### src/rtl/lcpe_pkg.sv
package lcpe_pkg;

    localparam int PKT_LEN = 10;
    localparam int IDX_W   = $clog2(PKT_LEN);

    typedef logic [7:0]                byte_t;
    typedef logic [PKT_LEN-1:0][7:0]   packet_t;

    typedef struct packed {
        logic empty;
        logic full;
    } queue_status_t;

    localparam logic [2:0] KIND_STATUS = 3'd0;
    localparam logic [2:0] KIND_POWER  = 3'd1;
    localparam logic [2:0] KIND_BRIGHT = 3'd2;
    localparam logic [2:0] KIND_CCT    = 3'd3;
    localparam logic [2:0] KIND_HSI    = 3'd4;

    localparam byte_t OP_STATUS = 8'h0e;
    localparam byte_t OP_POWER  = 8'h8c;
    localparam byte_t OP_BRIGHT = 8'h8f;
    localparam byte_t OP_CCT    = 8'h82;
    localparam byte_t OP_HSI    = 8'h81;

    localparam logic [9:0]  INTENSITY_MAX = 10'd1000;
    localparam logic [8:0]  HUE_MAX       = 9'd360;
    localparam logic [6:0]  SAT_MAX       = 7'd100;
    localparam logic [10:0] TEMP_MIN      = 11'd80;
    localparam logic [10:0] TEMP_MAX      = 11'd2000;
    localparam logic [10:0] TEMP_WRAP     = 11'd1000;
    localparam logic [10:0] TEMP_OFFSET   = 11'd24;
    localparam logic [4:0]  TINT_SPAN     = 5'd10;
    localparam logic [4:0]  TINT_TOP      = 5'd20;

    localparam logic [16:0] KELVIN_ROUND = 17'd5;
    localparam logic [15:0] DIV10_MULT   = 16'd52429;
    localparam int          DIV10_SHIFT  = 19;
    localparam int          TEMP_RAW_W   = 13;

endpackage

### src/rtl/lcpe_front.sv
module lcpe_front
(
    input  logic                   clk,
    input  logic                   rst_n,
    input  logic                   s_tvalid,
    output logic                   s_tready,
    input  logic [79:0]            s_tdata,
    input  logic [2:0]             s_tuser,
    input  lcpe_pkg::queue_status_t q_status,
    output logic                   push,
    output lcpe_pkg::packet_t      push_data
);

    logic                                  a_valid_reg, a_valid_next;
    logic [2:0]                            a_kind_reg;
    logic                                  a_power_reg;
    logic [9:0]                            a_v_reg;
    logic [8:0]                            a_h_reg;
    logic [6:0]                            a_s_reg;
    logic [4:0]                            a_g_reg;
    logic [lcpe_pkg::TEMP_RAW_W-1:0]       a_t_reg;

    logic [15:0]  in_intensity, in_kelvin, in_hue;
    logic [15:0]  in_tint;
    logic [7:0]   in_sat;
    logic [16:0]  kelvin_rnd;
    logic [32:0]  div_prod;
    logic [9:0]   v_c;
    logic [8:0]   h_c;
    logic [6:0]   s_c;
    logic [4:0]   g_c;
    logic         accept, kind_ok, advance;

    logic [10:0]  t_clamp, t_sum;
    logic [9:0]   t_field;
    logic         wrap;
    lcpe_pkg::packet_t pkt;
    lcpe_pkg::byte_t   csum;

    assign in_intensity = s_tdata[16:1];
    assign in_kelvin    = s_tdata[32:17];
    assign in_tint      = s_tdata[48:33];
    assign in_hue       = s_tdata[64:49];
    assign in_sat       = s_tdata[72:65];

    assign kelvin_rnd = {1'b0, in_kelvin} + lcpe_pkg::KELVIN_ROUND;
    assign div_prod   = 33'(kelvin_rnd) * 33'(lcpe_pkg::DIV10_MULT);

    always_comb
    begin
        v_c = (in_intensity > 16'(lcpe_pkg::INTENSITY_MAX)) ? lcpe_pkg::INTENSITY_MAX
                                                            : in_intensity[9:0];
        h_c = (in_hue > 16'(lcpe_pkg::HUE_MAX)) ? lcpe_pkg::HUE_MAX : in_hue[8:0];
        s_c = (in_sat > 8'(lcpe_pkg::SAT_MAX)) ? lcpe_pkg::SAT_MAX : in_sat[6:0];
        priority if ($signed(in_tint) < -16'sd10)
            g_c = 5'd0;
        else if ($signed(in_tint) > 16'sd10)
            g_c = lcpe_pkg::TINT_TOP;
        else
            g_c = in_tint[4:0] + lcpe_pkg::TINT_SPAN;
    end

    always_comb
    begin
        kind_ok = (a_kind_reg == lcpe_pkg::KIND_STATUS) || (a_kind_reg == lcpe_pkg::KIND_POWER)
               || (a_kind_reg == lcpe_pkg::KIND_BRIGHT) || (a_kind_reg == lcpe_pkg::KIND_CCT)
               || (a_kind_reg == lcpe_pkg::KIND_HSI);
        advance  = a_valid_reg && (!q_status.full || !kind_ok);
        push     = a_valid_reg && kind_ok && !q_status.full;
        s_tready = !a_valid_reg || advance;
        accept   = s_tvalid && s_tready;
        a_valid_next = accept ? 1'b1 : (advance ? 1'b0 : a_valid_reg);
    end

    always_ff @(posedge clk or negedge rst_n)
    begin
        if (!rst_n)
            a_valid_reg <= 1'b0;
        else
            a_valid_reg <= a_valid_next;
    end

    always_ff @(posedge clk)
    begin
        if (accept)
        begin
            a_kind_reg  <= s_tuser;
            a_power_reg <= s_tdata[0];
            a_v_reg     <= v_c;
            a_h_reg     <= h_c;
            a_s_reg     <= s_c;
            a_g_reg     <= g_c;
            a_t_reg     <= div_prod[lcpe_pkg::DIV10_SHIFT +: lcpe_pkg::TEMP_RAW_W];
        end
    end

    always_comb
    begin
        priority if (a_t_reg < lcpe_pkg::TEMP_RAW_W'(lcpe_pkg::TEMP_MIN))
            t_clamp = lcpe_pkg::TEMP_MIN;
        else if (a_t_reg > lcpe_pkg::TEMP_RAW_W'(lcpe_pkg::TEMP_MAX))
            t_clamp = lcpe_pkg::TEMP_MAX;
        else
            t_clamp = a_t_reg[10:0];
        t_sum   = t_clamp + lcpe_pkg::TEMP_OFFSET;
        wrap    = t_clamp > lcpe_pkg::TEMP_WRAP;
        t_field = wrap ? t_sum[9:0] : t_clamp[9:0];
    end

    always_comb
    begin
        pkt = '0;
        unique case (a_kind_reg)
            lcpe_pkg::KIND_STATUS:
                pkt[9] = lcpe_pkg::OP_STATUS;
            lcpe_pkg::KIND_POWER:
            begin
                pkt[8] = {7'd0, a_power_reg};
                pkt[9] = lcpe_pkg::OP_POWER;
            end
            lcpe_pkg::KIND_BRIGHT:
            begin
                pkt[7] = {a_v_reg[1:0], 6'd0};
                pkt[8] = a_v_reg[9:2];
                pkt[9] = lcpe_pkg::OP_BRIGHT;
            end
            lcpe_pkg::KIND_CCT:
            begin
                pkt[5] = {a_g_reg[2:0], 2'b00, wrap, 2'b00};
                pkt[6] = {t_field[3:0], 2'b00, a_g_reg[4:3]};
                pkt[7] = {a_v_reg[1:0], t_field[9:4]};
                pkt[8] = a_v_reg[9:2];
                pkt[9] = lcpe_pkg::OP_CCT;
            end
            lcpe_pkg::KIND_HSI:
            begin
                pkt[5] = {a_s_reg[1:0], 6'd0};
                pkt[6] = {a_h_reg[2:0], a_s_reg[6:2]};
                pkt[7] = {a_v_reg[1:0], a_h_reg[8:3]};
                pkt[8] = a_v_reg[9:2];
                pkt[9] = lcpe_pkg::OP_HSI;
            end
            default:
                pkt = '0;
        endcase
    end

    always_comb
    begin
        csum = '0;
        for (int i = 1; i < lcpe_pkg::PKT_LEN; i++)
            csum = csum + pkt[i];
    end

    always_comb
    begin
        push_data    = pkt;
        push_data[0] = csum;
    end

endmodule

### src/rtl/lcpe_queue.sv
module lcpe_queue
#(
    parameter int DEPTH = 2
)
(
    input  logic                    clk,
    input  logic                    rst_n,
    input  logic                    push,
    input  lcpe_pkg::packet_t       push_data,
    input  logic                    pop,
    output lcpe_pkg::packet_t       head,
    output lcpe_pkg::queue_status_t q_status
);

    localparam int PTR_W = $clog2(DEPTH);
    localparam int CNT_W = $clog2(DEPTH + 1);

    lcpe_pkg::packet_t  mem_reg [DEPTH];
    logic [PTR_W-1:0]   wr_ptr_reg, wr_ptr_next;
    logic [PTR_W-1:0]   rd_ptr_reg, rd_ptr_next;
    logic [CNT_W-1:0]   count_reg, count_next;

    always_comb
    begin
        wr_ptr_next = wr_ptr_reg;
        rd_ptr_next = rd_ptr_reg;
        count_next  = count_reg;
        if (push)
            wr_ptr_next = (wr_ptr_reg == PTR_W'(DEPTH - 1)) ? '0 : wr_ptr_reg + PTR_W'(1);
        if (pop)
            rd_ptr_next = (rd_ptr_reg == PTR_W'(DEPTH - 1)) ? '0 : rd_ptr_reg + PTR_W'(1);
        if (push && !pop)
            count_next = count_reg + CNT_W'(1);
        else if (pop && !push)
            count_next = count_reg - CNT_W'(1);
    end

    always_ff @(posedge clk or negedge rst_n)
    begin
        if (!rst_n)
        begin
            wr_ptr_reg <= '0;
            rd_ptr_reg <= '0;
            count_reg  <= '0;
        end
        else
        begin
            wr_ptr_reg <= wr_ptr_next;
            rd_ptr_reg <= rd_ptr_next;
            count_reg  <= count_next;
        end
    end

    always_ff @(posedge clk)
    begin
        if (push)
            mem_reg[wr_ptr_reg] <= push_data;
    end

    assign head           = mem_reg[rd_ptr_reg];
    assign q_status.empty = (count_reg == '0);
    assign q_status.full  = (count_reg == CNT_W'(DEPTH));

    a_count_bound: assert property (@(posedge clk) disable iff (!rst_n)
        count_reg <= CNT_W'(DEPTH))
        else $error("queue count beyond depth");

    a_no_overflow: assert property (@(posedge clk) disable iff (!rst_n)
        push |-> (count_reg != CNT_W'(DEPTH)))
        else $error("request pushed into a full queue");

    a_no_underflow: assert property (@(posedge clk) disable iff (!rst_n)
        pop |-> (count_reg != '0))
        else $error("request popped from an empty queue");

    a_ptr_track: assert property (@(posedge clk) disable iff (!rst_n)
        (count_reg == '0) |-> (wr_ptr_reg == rd_ptr_reg))
        else $error("queue pointers differ while empty");

endmodule

### src/rtl/lcpe_back.sv
module lcpe_back
(
    input  logic                    clk,
    input  logic                    rst_n,
    input  lcpe_pkg::packet_t       head,
    input  lcpe_pkg::queue_status_t q_status,
    output logic                    pop,
    output logic                    m_tvalid,
    input  logic                    m_tready,
    output logic [7:0]              m_tdata,
    output logic                    m_tlast
);

    logic [lcpe_pkg::IDX_W-1:0] idx_reg, idx_next;
    logic                       out_valid_reg, out_valid_next;
    lcpe_pkg::byte_t            out_byte_reg;
    logic                       out_last_reg;
    logic                       load, at_end;

    always_comb
    begin
        load   = (!out_valid_reg || m_tready) && !q_status.empty;
        at_end = (idx_reg == lcpe_pkg::IDX_W'(lcpe_pkg::PKT_LEN - 1));
        pop    = load && at_end;
        idx_next = idx_reg;
        if (load)
            idx_next = at_end ? '0 : idx_reg + lcpe_pkg::IDX_W'(1);
        out_valid_next = load ? 1'b1 : (m_tready ? 1'b0 : out_valid_reg);
    end

    always_ff @(posedge clk or negedge rst_n)
    begin
        if (!rst_n)
        begin
            idx_reg       <= '0;
            out_valid_reg <= 1'b0;
        end
        else
        begin
            idx_reg       <= idx_next;
            out_valid_reg <= out_valid_next;
        end
    end

    always_ff @(posedge clk)
    begin
        if (load)
        begin
            out_byte_reg <= head[idx_reg];
            out_last_reg <= at_end;
        end
    end

    assign m_tvalid = out_valid_reg;
    assign m_tdata  = out_byte_reg;
    assign m_tlast  = out_last_reg;

    a_idx_range: assert property (@(posedge clk) disable iff (!rst_n)
        idx_reg < lcpe_pkg::IDX_W'(lcpe_pkg::PKT_LEN))
        else $error("byte index out of range");

    a_last_pops: assert property (@(posedge clk) disable iff (!rst_n)
        (load && at_end) |=> (m_tvalid && m_tlast))
        else $error("final byte not marked last");

    a_idle_start: assert property (@(posedge clk) disable iff (!rst_n)
        q_status.empty |-> !pop)
        else $error("pop with no request queued");

endmodule

### src/rtl/light_command_packet_encoder.sv
// Channel   Dir  Signals                     Contents
// s_*       in   tvalid tready tdata tuser   one lighting command request
// m_*       out  tvalid tready tdata tlast   packet bytes, checksum first
//
// Ten output bytes per request, sent by the byte-wide output serializer.
// An accepted request passes the front registers and the queue before its first byte is registered at the output.
// Unused kinds are dropped at the front and produce no bytes.
// Reset clears valid flags, queue pointers and count, and the byte index only.
// A stalled output holds its byte; the front keeps accepting until the queue fills.
module light_command_packet_encoder
#(
    parameter int QUEUE_DEPTH = 2
)
(
    input  logic        clk,
    input  logic        rst_n,
    input  logic        s_tvalid,
    output logic        s_tready,
    // power_on[0], intensity[16:1], kelvin[32:17], tint_offset[48:33],
    // hue[64:49], saturation[72:65], zero fill [79:73]
    input  logic [79:0] s_tdata,
    // kind[2:0]
    input  logic [2:0]  s_tuser,
    output logic        m_tvalid,
    input  logic        m_tready,
    // packet_byte[7:0]
    output logic [7:0]  m_tdata,
    output logic        m_tlast
);

    lcpe_pkg::queue_status_t q_status;
    lcpe_pkg::packet_t       push_data;
    lcpe_pkg::packet_t       head;
    logic                    push;
    logic                    pop;

    lcpe_front u_front
    (
        .clk       (clk),
        .rst_n     (rst_n),
        .s_tvalid  (s_tvalid),
        .s_tready  (s_tready),
        .s_tdata   (s_tdata),
        .s_tuser   (s_tuser),
        .q_status  (q_status),
        .push      (push),
        .push_data (push_data)
    );

    lcpe_queue #(.DEPTH(QUEUE_DEPTH)) u_queue
    (
        .clk       (clk),
        .rst_n     (rst_n),
        .push      (push),
        .push_data (push_data),
        .pop       (pop),
        .head      (head),
        .q_status  (q_status)
    );

    lcpe_back u_back
    (
        .clk      (clk),
        .rst_n    (rst_n),
        .head     (head),
        .q_status (q_status),
        .pop      (pop),
        .m_tvalid (m_tvalid),
        .m_tready (m_tready),
        .m_tdata  (m_tdata),
        .m_tlast  (m_tlast)
    );

endmodule

### config.mk
export PLATFORM = sky130hd
export DESIGN_NAME = light_command_packet_encoder
export DESIGN_NICKNAME = d
export VERILOG_FILES = /design/src/rtl/lcpe_pkg.sv /design/src/rtl/lcpe_front.sv /design/src/rtl/lcpe_queue.sv /design/src/rtl/lcpe_back.sv /design/src/rtl/light_command_packet_encoder.sv
export SDC_FILE = /design/constraint.sdc
export NUM_CORES = 1
export LEC_CHECK = 0
export ABC_AREA = 1
export BUFFER_PORTS_ARGS = -buffer_cell sky130_fd_sc_hd__buf_2
export CAP_MARGIN = 20
export CORE_MARGIN = 3
export CORE_UTILIZATION = 25
export DETAILED_ROUTE_END_ITERATION = 7
export GPL_TIMING_DRIVEN = 1
export SYNTH_ARGS = -nofsm -noshare
export SYNTH_HDL_FRONTEND = slang
export SYNTH_HIERARCHICAL = 1
export SYNTH_SLANG_ARGS = --single-unit
### constraint.sdc
create_clock -name clk -period 5.2 [get_ports clk]
set_input_delay 0.26 -clock clk [delete_from_list [all_inputs] [get_ports clk]]
set_output_delay 0.26 -clock clk [all_outputs]
set_load 0.005 [all_outputs]
Word level (Yosys, flattened, before mapping)
Memories as Yosys holds them, arrays and structs flattened. Index checks and enable logic that the tools add are counted.

Bits in writable memories: 96. Register bits: 67. Memories kept: 1. Input port bits: 87. Word-level logic and storage cells: 95. Output and inout bits: 11.

Memory list: u_queue.mem_reg (depth 2, bits a word 48, rd ports 1, clocked after memory_dff 0, write ports 1, line lcpe_queue.sv:18) `lcpe_pkg::packet_t mem_reg [DEPTH];`.

Eq/ne operators: 6. Multipliers: 1. Muxes and demuxes: 21. Order comparisons: 9. Add/subtract/negate cells: 12. Reduce and logical (&&, ||, !) cells: 29.

Operator list (count): $pmux 8 s5 (1); $add 8x8->8 (4); $bmux 8 s4 (1); $mul 17x16->32 const B (1); $pmux 16 s2 (1); $pmux 8 s3 (1); $mux 11 (2); $add 16x3->17 const B (1); $gt 16x10->1 const B (1); $gt 16x5->1 const B (1); $gt 16x9->1 const B (1); $lt 16x5->1 const B (1); $pmux 8 s2 (1); $gt 13x11->1 const B (1); $lt 13x7->1 const B (1); $gt 11x10->1 const B (1); $add 10x5->10 const B (1); $mux 10 (1); $gt 8x7->1 const B (1); $logic_and 1x1->1 (8); $mux 1 (8); $mux 8 (1); $logic_not 1->1 (7); $logic_or 1x1->1 (7); 19 further kinds (24).

Logic depth before layout (Yosys ltp)
Gate-level depths: netlist of run 1.

Depth after elaboration: 11. Mapped depth: 33. Mapped depth without buffers: 33.

Hierarchy
The synthesis of run 1 kept the hierarchy.

Modules (own cells, without submodules): lcpe_front (cells each 1078, area each 9078.7 µm², instances 1, sequential area each 1466.4 µm²); lcpe_queue (cells each 274, area each 6379.9 µm², instances 1, sequential area each 4904.7 µm²); lcpe_back (cells each 255, area each 1487.7 µm², instances 1, sequential area each 395.4 µm²).

Least setup slack after synthesis of run 1
OpenSTA, ideal clock, no wires.

Path type: input-to-reg. Start point: input s_tdata[21]. End point: register u_front/a_t_reg[8] (netlist bit), data pin. Slack: -606 ps. Arrival: 5554 ps. Stages on the path: 26. Setup time: 252 ps. Buffers on the path: 0. Data required time: 4948 ps. Cells stage by stage: nand2_1 -> or2_1 -> nor2_1 -> nand3_1 -> xor2_1 -> ha_1 -> inv_1 -> fa_1 -> inv_1 -> fa_1 -> fa_1 -> inv_1 -> fa_1 -> fa_1 -> inv_1 -> ha_1 -> nand2_1 -> inv_1 -> nand2_1 -> nor3_1 -> nand4_1 -> nand3_1 -> a21o_1 -> nand2_1 -> nand3_1 -> nand2_1.

Word-level cells in the longest chain between the ends: 2.

Ends and longest elaborated chain: start: declaration (line light_command_packet_encoder.sv:21) `input logic [79:0] s_tdata,`; $add 16x3->17 (line lcpe_front.sv:46) `assign kelvin_rnd = {1'b0, in_kelvin} + lcpe_pkg::KELVIN_ROUND;`; $mul 17x16->32 (line lcpe_front.sv:47) `assign div_prod = 33'(kelvin_rnd) * 33'(lcpe_pkg::DIV10_MULT);`; net u_front.div_prod[27] (line lcpe_front.sv:27) `logic [32:0] div_prod;`; end signal: assignment (line lcpe_front.sv:93) `a_t_reg <= div_prod[lcpe_pkg::DIV10_SHIFT +: lcpe_pkg::TEMP_RAW_W];`; end: declaration (line lcpe_front.sv:21) `logic [lcpe_pkg::TEMP_RAW_W-1:0] a_t_reg;`.

The timed path passes the listed nets, and every way through them passes these cells. A chain may end at the register's enable or synchronous reset.

Worst setup path in the final report of run 1
Start point: input s_tdata[17]. End point: register u_front/a_t_reg[6] (netlist bit), data pin.

Same word-level chain as after synthesis.

==> qor.yml, run 1 <==
outcome:
  outcome: "finished clean"
cts:
  htreeDepth: 1
  clock-sinks: 227
  clock_path_buffers: 3
  clkSlewWorstSetupHoldPaths_ps: 60
  cts_root_buf: "clkbuf_16"
  cts_tree: "yes"
  clock_latency_ps: 530
  cts_buffers: 25
routing:
  met3_length_um: 1170
  drtIter0Drc: 585
  dr.pass1.iters: 7
  wl_met1_um: 18100
  wl_per_cell_um: 15.0
  dr.max_layer_used: "met4"
  drc: 0
  vias: 11648
  routed_wl_um: 41500
  dr_wl_met2_um: 21200
  avgViaCountPerCell: 4.21
  antenna_left: 0
global_route:
  grt_pass1_vias: 12276
  grt_pass1_wl_um: 64900
  antenna_found_initial: 0
  grt_max_degree: 49
  grtUsageTotal_pct: 11.5
  grt.overflow.total: 0
cells_and_area:
  design_area_mm2: 0.0211
  largest_reg_flops: 160
  multiInputGateArea_mm2: 0.00925
  fill_cells: 6693
  drive_above_1_share_pct: 29.0
  final_util_pct: 31.7
  ff_latch_area_mm2: 0.00677
  syn_to_final_growth_pct: 24.2
  layout.nets: 2221
pwr:
  power.density_mw_per_mm2: 710
  p_leak_nw: 9.71
  vdd_drop_max_mv: 0.493
critical_path:
  path_class: "input pin to flip-flop"
  crit_family: "adder cells"
  path_buf_inv: 7
  rr_startpoint: "u_front/a_t_reg[12]"
  cp_max_fo: 4
  cp-startpoint: "s_tdata[17]"
  crit_slowest_cell: "fa_1"
  slowest_delay_ps: 550
  critPathCaptureType: "flip-flop"
  cpMostUsedCell: "fa_1"
  crit_arrival_ps: 5460
  required_ps: 5460
  start_kind: "input pin"
timing:
  period_share_pct: 99.8
  clock-skew-final_ps: 23.9
  rsz0062_at_grt: "yes"
  slew_headroom_pct: 33.9
  fmax_ghz: 0.193
  finalHoldViolations: 0
  period_minus_slack_ps: 5190
  setup_viol: 0
  slew_viol_final: 0
  fin_ws_ps: 9.07
  tightest_slew_ps: 992
  hold_slack_ps: 24.9
synthesis:
  ys_seq_area_share_pct: 39.9
  synth_ff_type: "edfxtp_1"
  syn_avg_cell_area_um2: 10.5
  postSynth.asyncResetShare_pct: 4.41
  synth_cells: 1607
  yosysUniqueCellTypes: 57
  synth_warnings: 6
  synth_edf_count: 217
  synth-seq-cells: 227
  synth_area_mm2: 0.0169
worst_hold_path:
  hold_start: "s_tdata[4]"
  min_path_type: "input pin to flip-flop"
floorplan:
  start_util_pct: 25.5
  die_y_um: 266
  fp.dieW_um: 266
  rows: 94
  dieArea_mm2: 0.0709
  ios: 98
  coreArea_mm2: 0.0665
placed_design:
  io_buffers: 90
  gp_congestion: 0.913
  placed_area_mm2: 0.0196
  dpl.hpwl_um: 33200
  pre_cts_slack_ps: -799
job:
  max_cap_violations: 0
==> per-stage QoR <==
stage               TNS [ps]  total power [W]  instances
CTS                    -11.2           0.0143       2749
global route           -1310           0.0161       2764
finish                     0           0.0149       2765
floorplan               -868          0.00905       1645
global placement       -8160           0.0122       2695
detailed placement     -8910           0.0123       2696
==> path summary, 6_finish.rpt <==
check / cells past startpoint / slack [ps] / end
setup reg to reg: 29 / 300 / u_queue/mem_reg[1][7]
max in group asynchronous: 2 / 4820 / u_queue/rd_ptr_reg
hold / removal: 3 / 20 / u_front/a_v_reg[3]
setup / recovery: 26 / 9 / u_front/a_t_reg[6]
hold reg to reg: 2 / 500 / u_back/m_tvalid
min in group asynchronous: 2 / 150 / u_front/a_valid_reg
==> worst reg2reg max path, delay by kind of cell (launching register included) <==
kind                       cells  cell delay (ps)
xor gates and xnor gates       1              190
adders and majority gates      5             1930
DFF                            1              430
and+or+nand+nor               18             1760
buffers and inverters          5              310
==> cells in the mapped netlist, drive strengths merged (2+ instances only) <==
master / count / area (um2)
xor2: 26 / 228
nand3: 78 / 435
mux2: 80 / 1200
dfrtp: 10 / 250
ha: 148 / 1850
nor3: 13 / 81.3
a22o: 3 / 26.3
a31oi: 7 / 43.8
o211ai: 11 / 82.6
a21oi: 38 / 190
nand2: 296 / 1150
xnor2: 16 / 140
nand3b: 2 / 15.0
inv: 320 / 1200
nor2: 93 / 389
o21ai: 26 / 134
buf: 63 / 591
nand4: 20 / 131
or2: 9 / 56.3
fa: 101 / 2020
o31ai: 2 / 15.0
edfxtp: 217 / 6520
a21o: 6 / 45.0
nor4: 7 / 43.8
==> layout by cell type, fill, tap and decap left out, types with 6 or more instances in the layout <==
cell,Yosys,layout
inv_1,310,288
nand2_1,285,268
edfxtp_1,217,217
buf_4,43,176
ha_1,148,122
fa_1,101,99
buf_2,5,85
mux2_4,79,79
nor2_1,87,71
nand3_1,72,70
conb_1,1,39
inv_2,10,28
a21oi_1,38,26
clkbuf_16,0,25
ha_4,0,25
nand2_2,9,23
xor2_1,26,22
nand4_1,19,19
o21ai_0,21,15
xnor2_1,16,12
o211ai_1,11,11
nor2_4,5,11
nor2_2,1,11
a21oi_2,0,10
dfrtp_1,10,9
o21ai_1,4,8
dlygate4sd3_1,0,7
or2_2,7,7
nor3_1,11,7
clkinv_2,0,6
buf_6,6,6
a21o_1,6,6
a31oi_1,7,6
==> power by group <==
part           total, W  internal [W]  leakage, nW  switching [W]
sequential      0.00292       0.00264         2.13       0.000281
clock           0.00173       0.00105        0.397       0.000682
combinational    0.0103       0.00484         7.19        0.00544
==> cell type report <==
class / instances / area share (%)
flip-flops and latches: 227 / 32.2
repair buffers: 277 / 9.19
clock buffers: 31 / 3.17
multi-input cells: 1033 / 43.9
well taps: 864 / 5.13
inverters: 321 / 5.76
clock inverters: 11 / 0.624
diodes: 1 / 0.0119
==> routing by layer <==
metal | vias up | GRT usage (%)
met5 | - | 0
met2 | 186 | 21.1
met1 | 5659 | 14.5
met3 | 64 | 1.07
li1 | 5739 | -
met4 | 0 | 3.26
==> repair_timing <==
item | in CTS | in global routing
pin swaps | 17 | 57
setup endpoints to repair | 14 | 17
hold buffers | 7 | 0
endpoints found under the hold margin | 16 | 0
buffers inserted | 4 | 15
resized for setup | 25 | 72
==> cells by family (layout without fill, tap and decap cells) <==
family / count (synthesis) / after routing / share of synthesized area, %
AND/OR/NAND/NOR: 522 / 522 / 13.8
buffers and inverters: 385 / 640 / 10.6
adder cells (fa/ha/maj): 249 / 249 / 22.9
flip-flops: 227 / 227 / 39.9
AO/OA/AOI/OAI: 101 / 101 / 3.57
multiplexers: 80 / 80 / 7.07
XOR/XNOR: 42 / 42 / 2.17
other: 1 / 40 / 0.0221
Note: power is estimated with default switching activity, not from simulation.
==> run 2: changes to the inputs <==
- clock period: 5.2 -> 6.7 ns (I/O delays scaled with it)
==> qor.yml, run 2 (same netlist as run 1, synthesis figures left out) <==
cts:
  cts_buffers: 25  # unchanged
  htreeDepth: 1  # unchanged
  cts_root_buf: "clkbuf_16"  # unchanged
  cts_tree: "yes"  # unchanged
  clkSlewWorstSetupHoldPaths_ps: 60  # about the same
  clock-sinks: 227  # unchanged
  clock_path_buffers: 3  # unchanged
  post_cts_resized: 0  # was 25
  clock_latency_ps: 520  # was 530 ps
placed_design:
  gp_congestion: 0.885  # was 0.913
  dpl.hpwl_um: 29900  # was 33,200 um
  io_buffers: 90  # unchanged
  dp_cells: 2549  # was 2,696
cells_and_area:
  diodes: 0  # was 1
  syn_to_final_growth_pct: 12.1  # was 24.2%
  fill_cells: 6872  # was 6,693
  layout.nets: 2054  # was 2,221
  final_common_cell: "inv_1"  # unchanged
  fin_cells: 2601  # was 2,765
  largest_reg_flops: 160  # unchanged
  layout_common_cells: "inv_1, nand2_1, edfxtp_1, ha_1, fa_1"  # was inv_1, nand2_1, edfxtp_1, buf_4, ha_1
  drive_above_1_share_pct: 15.7  # was 29.0%
critical_path:
  slowest_delay_ps: 610  # was 550 ps
  crit_slowest_cell: "xnor2_1"  # was fa_1
  crit_arrival_ps: 6540  # was 5460 ps
  cp_max_fo: 5  # was 4
  crit_family: "adder cells"  # unchanged
  path_class: "input pin to flip-flop"  # unchanged
  critPathCaptureType: "flip-flop"  # unchanged
  path_buf_inv: 6  # was 7
  rrSetupSlack_ps: 1210  # was 300 ps
  required_ps: 7050  # was 5460 ps
  start_kind: "input pin"  # unchanged
  rr_startpoint: "u_front/a_t_reg[5]"  # was u_front/a_t_reg[12]
  reg2regPathDepth: 29  # unchanged
  r2r_end: "u_queue/mem_reg[1][7]"  # unchanged
  path_depth: 25  # was 26
timing:
  period_minus_slack_ps: 6190
  clock-skew-final_ps: 13.5  # was 23.9 ps
  finalHoldViolations: 0  # unchanged
  tightest_slew_ps: 1060  # was 992 ps
  tns_ps: 0  # unchanged
  slew_viol_final: 0  # unchanged
  setup_viol: 0  # unchanged
  period_share_pct: 92.3
  fmax_ghz: 0.162
  rsz0062_at_grt: "no"  # was yes
  slew_headroom_pct: 29.6  # was 33.9%
floorplan:
  fp.dieW_um: 266  # unchanged
  rows: 94  # unchanged
  ios: 98  # unchanged
  start_util_pct: 25.5  # unchanged
  die_y_um: 266  # unchanged
  coreArea_mm2: 0.0665  # unchanged
  dieArea_mm2: 0.0709  # unchanged
pwr:
  power_frac_seq_pct: 24.9  # was 19.6%
  p_clk_share_pct: 14.4  # was 11.6%
  switchingPower_w: 0.00415  # was 0.00641 W
  vdd_drop_max_mv: 0.422  # was 0.493 mV
  p_int_w: 0.00493  # was 0.00853 W
  comb_power_share_pct: 60.8  # was 68.8%
  p_leak_nw: 8.82  # was 9.71 nW
  sw_frac_of_total_pct: 45.7  # was 42.9%
  power.density_mw_per_mm2: 478  # was 710 mW/mm2
routing:
  drc: 0  # unchanged
  antenna_left: 0  # unchanged
  avgViaCountPerCell: 4.22  # was 4.21
  dr.pass1.iters: 4  # was 7
  drtIter0Drc: 592  # was 585
  vias: 10968  # was 11,648
  routed_wl_um: 37900  # was 41,500 um
  wl_per_cell_um: 14.6  # was 15.0 um
worst_hold_path:
  hold_start: "m_tready"  # was s_tdata[4]
  min_path_type: "input pin to flip-flop"  # unchanged
  hold_depth: 4  # was 3
  hold_end: "u_back/m_tvalid"  # was u_front/a_v_reg[3]
global_route:
  grt_pass1_wl_um: 60700  # was 64,900 um
  grt_max_degree: 81  # was 49
  antenna_found_initial: 0  # unchanged
  grt.overflow.total: 0  # unchanged
  grtUsageTotal_pct: 10.7  # was 11.5%
  grt_pass1_vias: 11637  # was 12,276
outcome:
  outcome: "finished clean"  # unchanged
job:
  max_cap_violations: 0  # unchanged
run 2: cell types whose count changed in the layout (fill, tap and decap cells not counted), moves of 14 or more:
cell	before	now
buf_4	176	14
ha_1	122	148
ha_4	25	0
inv_1	288	308
inv_2	28	12
nand2_1	268	285
nand2_2	23	9
nor2_1	71	86
run 2: worst register-to-register path: cells and delay by family (launching register included):
| kind | cells | cell delay (ps) |
|---|---|---|
| flops | 1 | 470 |
| simple gates | 18 | 2180 |
| fa+ha+maj | 5 | 2050 |
| buf+inv | 5 | 300 |
| xor+xnor | 1 | 230 |
run 2: what timing repair did:
action,4_1_cts,5_1_grt
hold buffers,5,0
endpoints found under the hold margin,14,0
setup buffers,0,0
run 2: metrics by stage:
stage | instance area [um2] | total power [W] | setup slack, ps | hold slack [ps] | utilization (%)
6_report | 19000 | 0.00908 | 513 | 63.3 | 28.6
5_1_grt | 19000 | 0.00998 | 113 | 66.7 | 28.6
4_1_cts | 19000 | 0.00913 | 523 | 48.8 | 28.6
3_5_place_dp | 18100 | 0.00778 | -0.450 | 213 | 27.3
3_3_place_gp | 18100 | 0.00771 | 111 | 206 | 27.3
2_1_floorplan | 17100 | 0.00647 | 819 | 39.4 | -
run 2: how the worst max path moves through the flow:
stage,from,end,slack (ps)
5_1_grt,s_tdata[17],u_front/a_t_reg[4],110
3_5_place_dp,s_tdata[17],u_front/a_t_reg[4],-0.4
2_1_floorplan,s_tdata[21],u_front/a_t_reg[8],820
4_1_cts,s_tdata[17],u_front/a_t_reg[4],520
3_3_place_gp,s_tdata[17],u_front/a_t_reg[4],110
6_report,s_tdata[17],u_front/a_t_reg[4],510
run 2: final cells by class:
cell class	instances	area, um2	share of cell area, %
Tap cell	864	1080	5.69
Clock buffer	26	629	3.31
Inverter	321	1200	6.34
Timing Repair Buffer	110	633	3.33
Clock inverter	20	151	0.797
Multi-Input combinational cell	1033	8530	44.9
Sequential cell	227	6770	35.6
run 2: power groups by stage:
| stage | registers [W] | logic, W | clock network (W) |
|---|---|---|---|
| floorplan | 0.00219 | 0.00428 | 0 |
| global placement | 0.00228 | 0.00543 | 0 |
| detailed placement | 0.00229 | 0.00548 | 0 |
| CTS | 0.00226 | 0.00553 | 0.00133 |
| global route | 0.00229 | 0.00629 | 0.00139 |
| finish | 0.00226 | 0.00552 | 0.00130 |
run 2: metal layers:
layer / GRT usage (%) / vias up / routed length, um
met1: 13.5 / 5363 / 16700
met5: 0 / - / 0
li1: - / 5407 / -
met4: 2.65 / 0 / 831
met2: 19.4 / 150 / 19000
met3: 1.56 / 48 / 1400
==> run 3: changes to the inputs <==
- ABC_AREA: 1 -> 0
- CTS_CLUSTER_DIAMETER: unset -> 80
- MAX_ROUTING_LAYER: unset -> met4
==> qor.yml, run 3 <==
synthesis:
  yosysUniqueCellTypes: 72  # was 57
  synth_edf_count: 217  # unchanged
  synth_area_leaders: "edfxtp_1, fa_1, ha_1, mux2_4, inv_1"  # unchanged
  synth_area_mm2: 0.0159  # was 0.0169 mm2
  synth_compound_area_share_pct: 4.75  # was 3.57%
  synth_top_family_by_area: "adder cells"  # unchanged
  synthXorXnorAreaFrac_pct: 3.00  # was 2.17%
  yosysTopAreaCellShare_pct: 41.0  # was 38.5%
  yosys.area_share.adder_pct: 24.4  # was 22.9%
  synth.area.mux_share_pct: 10.4  # was 7.07%
  syn_avg_cell_area_um2: 13.2  # was 10.5 um2
  postSynth.asyncResetShare_pct: 4.41  # unchanged
  ys_seq_area_share_pct: 42.6  # was 39.9%
  synth_most_common_cell: "edfxtp_1"  # was inv_1
  synth_top_cell_by_area: "edfxtp_1"  # unchanged
  synth_ff_type: "edfxtp_1"  # unchanged
  synth-simple-area-share_pct: 6.85  # was 13.8%
  synth-seq-cells: 227  # unchanged
  synth_warnings: 6  # unchanged
  yosys-top-cells-count: "edfxtp_1, inv_1, ha_1"  # was inv_1, nand2_1, edfxtp_1
  synth_cells: 1205  # was 1,607
placed_design:
  placed_area_mm2: 0.0172  # was 0.0181 mm2
  dpl.hpwl_um: 24800  # was 29,900 um
  pre_cts_slack_ps: 42.1  # was -0.450 ps
  io_buffers: 90  # unchanged
  gp_congestion: 0.867  # was 0.885
cts:
  htreeDepth: 1  # unchanged
  cts_buffers: 25  # unchanged
  cts_setup_buffers: 0  # unchanged
  clock_path_buffers: 3  # unchanged
  clock-sinks: 227  # unchanged
  cts_tree: "yes"  # unchanged
  cts_root_buf: "clkbuf_16"  # unchanged
  clock_latency_ps: 520  # about the same
  clkSlewWorstSetupHoldPaths_ps: 60  # about the same
  post_cts_resized: 0  # unchanged
  cts_hold_buf: 6  # was 5
routing:
  drtIter0Drc: 340  # was 592
  vias: 8940  # was 10,968
  avgViaCountPerCell: 4.09  # was 4.22
  wl_per_cell_um: 14.5  # was 14.6 um
  routed_wl_um: 31800  # was 37,900 um
  dr.pass1.iters: 4  # unchanged
  drc: 0  # unchanged
  antenna_left: 0  # unchanged
critical_path:
  start_kind: "flip-flop"  # was input pin
  cpMostUsedCell: "fa_1"
  critPathCaptureType: "flip-flop"  # unchanged
  crit_arrival_ps: 6520  # was 6540 ps
  slowest_delay_ps: 520  # was 610 ps
  rrSetupSlack_ps: 430  # was 1210 ps
  crit_family: "adder cells"  # unchanged
  required_ps: 6950  # was 7050 ps
  cp_max_fo: 6  # was 5
  path_class: "flip-flop to flip-flop"  # was input pin to flip-flop
  path_buf_inv: 2  # was 6
  crit_chain: "o41a_1 > o2111ai_2 > nand3_1 > ha_1 > and3b_1 > and4_1 > o22ai_2 > nor3_1 > xor2_1 > o21ai_1 > fa_1 > fa_1 > inv_1 > fa_1 > inv_1 > ha_1 > a21o_1 > a21oi_1 > o21bai_1 > a21oi_1 > xnor3_1 > xor2_1"
  crit_slowest_cell: "fa_1"  # was xnor2_1
pwr:
  vdd_drop_max_mv: 0.335  # was 0.422 mV
  power_frac_seq_pct: 28.1  # was 24.9%
  sw_frac_of_total_pct: 38.7  # was 45.7%
  p_clk_share_pct: 15.6  # was 14.4%
  power.density_mw_per_mm2: 452  # was 478 mW/mm2
  switchingPower_w: 0.00315  # was 0.00415 W
  power_w: 0.00815  # was 0.00908 W
  p_leak_nw: 7.72  # was 8.82 nW
  p_int_w: 0.00500  # was 0.00493 W
  comb_power_share_pct: 56.2  # was 60.8%
timing:
  tns_ps: 0  # unchanged
  fmax_ghz: 0.159  # was 0.162 GHz
  slew_viol_final: 0  # unchanged
  period_minus_slack_ps: 6270  # was 6190 ps
  setup_viol: 0  # unchanged
  period_share_pct: 93.6  # was 92.3%
  slew_headroom_pct: 33.0  # was 29.6%
  rsz0062_at_grt: "no"  # unchanged
  fin_ws_ps: 428  # was 513 ps
  tightest_slew_ps: 995  # was 1060 ps
  finalHoldViolations: 0  # unchanged
  clock-skew-final_ps: 16.7  # was 13.5 ps
global_route:
  grt_util_met2_pct: 17.6  # was 19.4%
  grt.overflow.total: 0  # unchanged
  antenna_found_initial: 2  # was 0
  grt_max_degree: 81  # unchanged
  grt_pass1_wl_um: 50600  # was 60,700 um
  use_met1_pct: 11.8  # was 13.5%
  grt_pass1_vias: 9488  # was 11,637
  met3_usage_pct: 1.17  # was 1.56%
  grt-busiest-layer: "met2"  # unchanged
  grtUsageTotal_pct: 9.70  # was 10.7%
outcome:
  outcome: "finished clean"  # unchanged
cells_and_area:
  syn_to_final_growth_pct: 13.4  # was 12.1%
  design_area_mm2: 0.0180  # was 0.0190 mm2
  drive_above_1_share_pct: 21.3  # was 15.7%
  layout.nets: 1665  # was 2,054
  ff_latch_area_mm2: 0.00677  # unchanged
  layout_common_cells: "edfxtp_1, inv_1, ha_1, fa_1, buf_2"  # was inv_1, nand2_1, edfxtp_1, ha_1, fa_1
  multiInputGateArea_mm2: 0.00800  # was 0.00853 mm2
  largest_reg_flops: 160  # unchanged
  fill_cells: 6435  # was 6,872
  final_common_cell: "edfxtp_1"  # was inv_1
  final_util_pct: 28.9  # was 28.6%
floorplan:
  die_y_um: 258  # was 266 um
  dieArea_mm2: 0.0666  # was 0.0709 mm2
  ios: 98  # unchanged
  fp.dieW_um: 258  # was 266 um
  rows: 91  # was 94
  coreArea_mm2: 0.0623  # was 0.0665 mm2
  start_util_pct: 25.5  # about the same
worst_hold_path:
  min_path_type: "input pin to flip-flop"  # unchanged
job:
  max_cap_violations: 0  # unchanged
## run 3: cell type report
type | count | area share, %
clock inverters | 14 | 0.659
clock buffers | 29 | 3.55
flip-flops and latches | 227 | 37.6
diodes | 2 | 0.0278
inverters | 185 | 3.85
multi-input cells | 767 | 44.4
repair buffers | 123 | 4.18
well taps | 837 | 5.81
## run 3: final timing paths
check / depth (start not counted) / end / startpoint
worst max register to register: 22 / u_queue/mem_reg[0][7] / u_front/a_t_reg[0]
worst max-delay path: 22 / u_queue/mem_reg[0][7] / u_front/a_t_reg[0]
max in group asynchronous: 2 / u_queue/rd_ptr_reg / rst_n
worst min register to register: 1 / u_queue/count_reg[1] / u_queue/count_reg[1]
min in group asynchronous: 2 / u_front/a_valid_reg / rst_n
worst min-delay path: 2 / u_front/a_v_reg[9] / s_tdata[10]
## run 3: stage by stage
stage | hold slack (ps) | cells
final | 105 | 2184
after floorplan | 39.4 | 1243
after CTS | 87.1 | 2180
after global placement | 207 | 2131
after global routing | 90.7 | 2183
after detailed placement | 208 | 2131
## run 3: power groups by stage
| stage | combinational (W) | sequential (W) | clock (W) |
|---|---|---|---|
| floorplan | 0.00367 | 0.00223 | 0 |
| global placement | 0.00453 | 0.00231 | 0 |
| detailed placement | 0.00458 | 0.00233 | 0 |
| CTS | 0.00464 | 0.00230 | 0.00132 |
| global route | 0.00522 | 0.00233 | 0.00137 |
| finish | 0.00458 | 0.00229 | 0.00127 |
## run 3: cells by family after synthesis
group                    count (synthesis)
AO/OA/AOI/OAI                          110
XOR/XNOR                                52
buffers and inverters                  249
flip-flops                             227
AND/OR/NAND/NOR                        205
adder cells (fa/ha/maj)                249
multiplexers                           112
other                                    1
## run 3: worst register-to-register path, stage by stage (launching register included)
cell and delay [ps]:
edfxtp_1 420, o41a_1 450, o2111ai_2 220, nand3_1 220, ha_1 310, and3b_1 240, and4_1 240, o22ai_2 140
nor3_1 400, xor2_1 120, o21ai_1 250, fa_1 520, fa_1 520, inv_1 50, fa_1 450, inv_1 90
ha_1 220, a21o_1 180, a21oi_1 240, o21bai_1 90, a21oi_1 190, xnor3_1 280, xor2_1 180
## run 3: metal layers
metal  wire, um  share of wire (%)
met3        980                3.1
met4        450                1.4
met1      13800                 43
met2      16500                 52
met5          0                  0
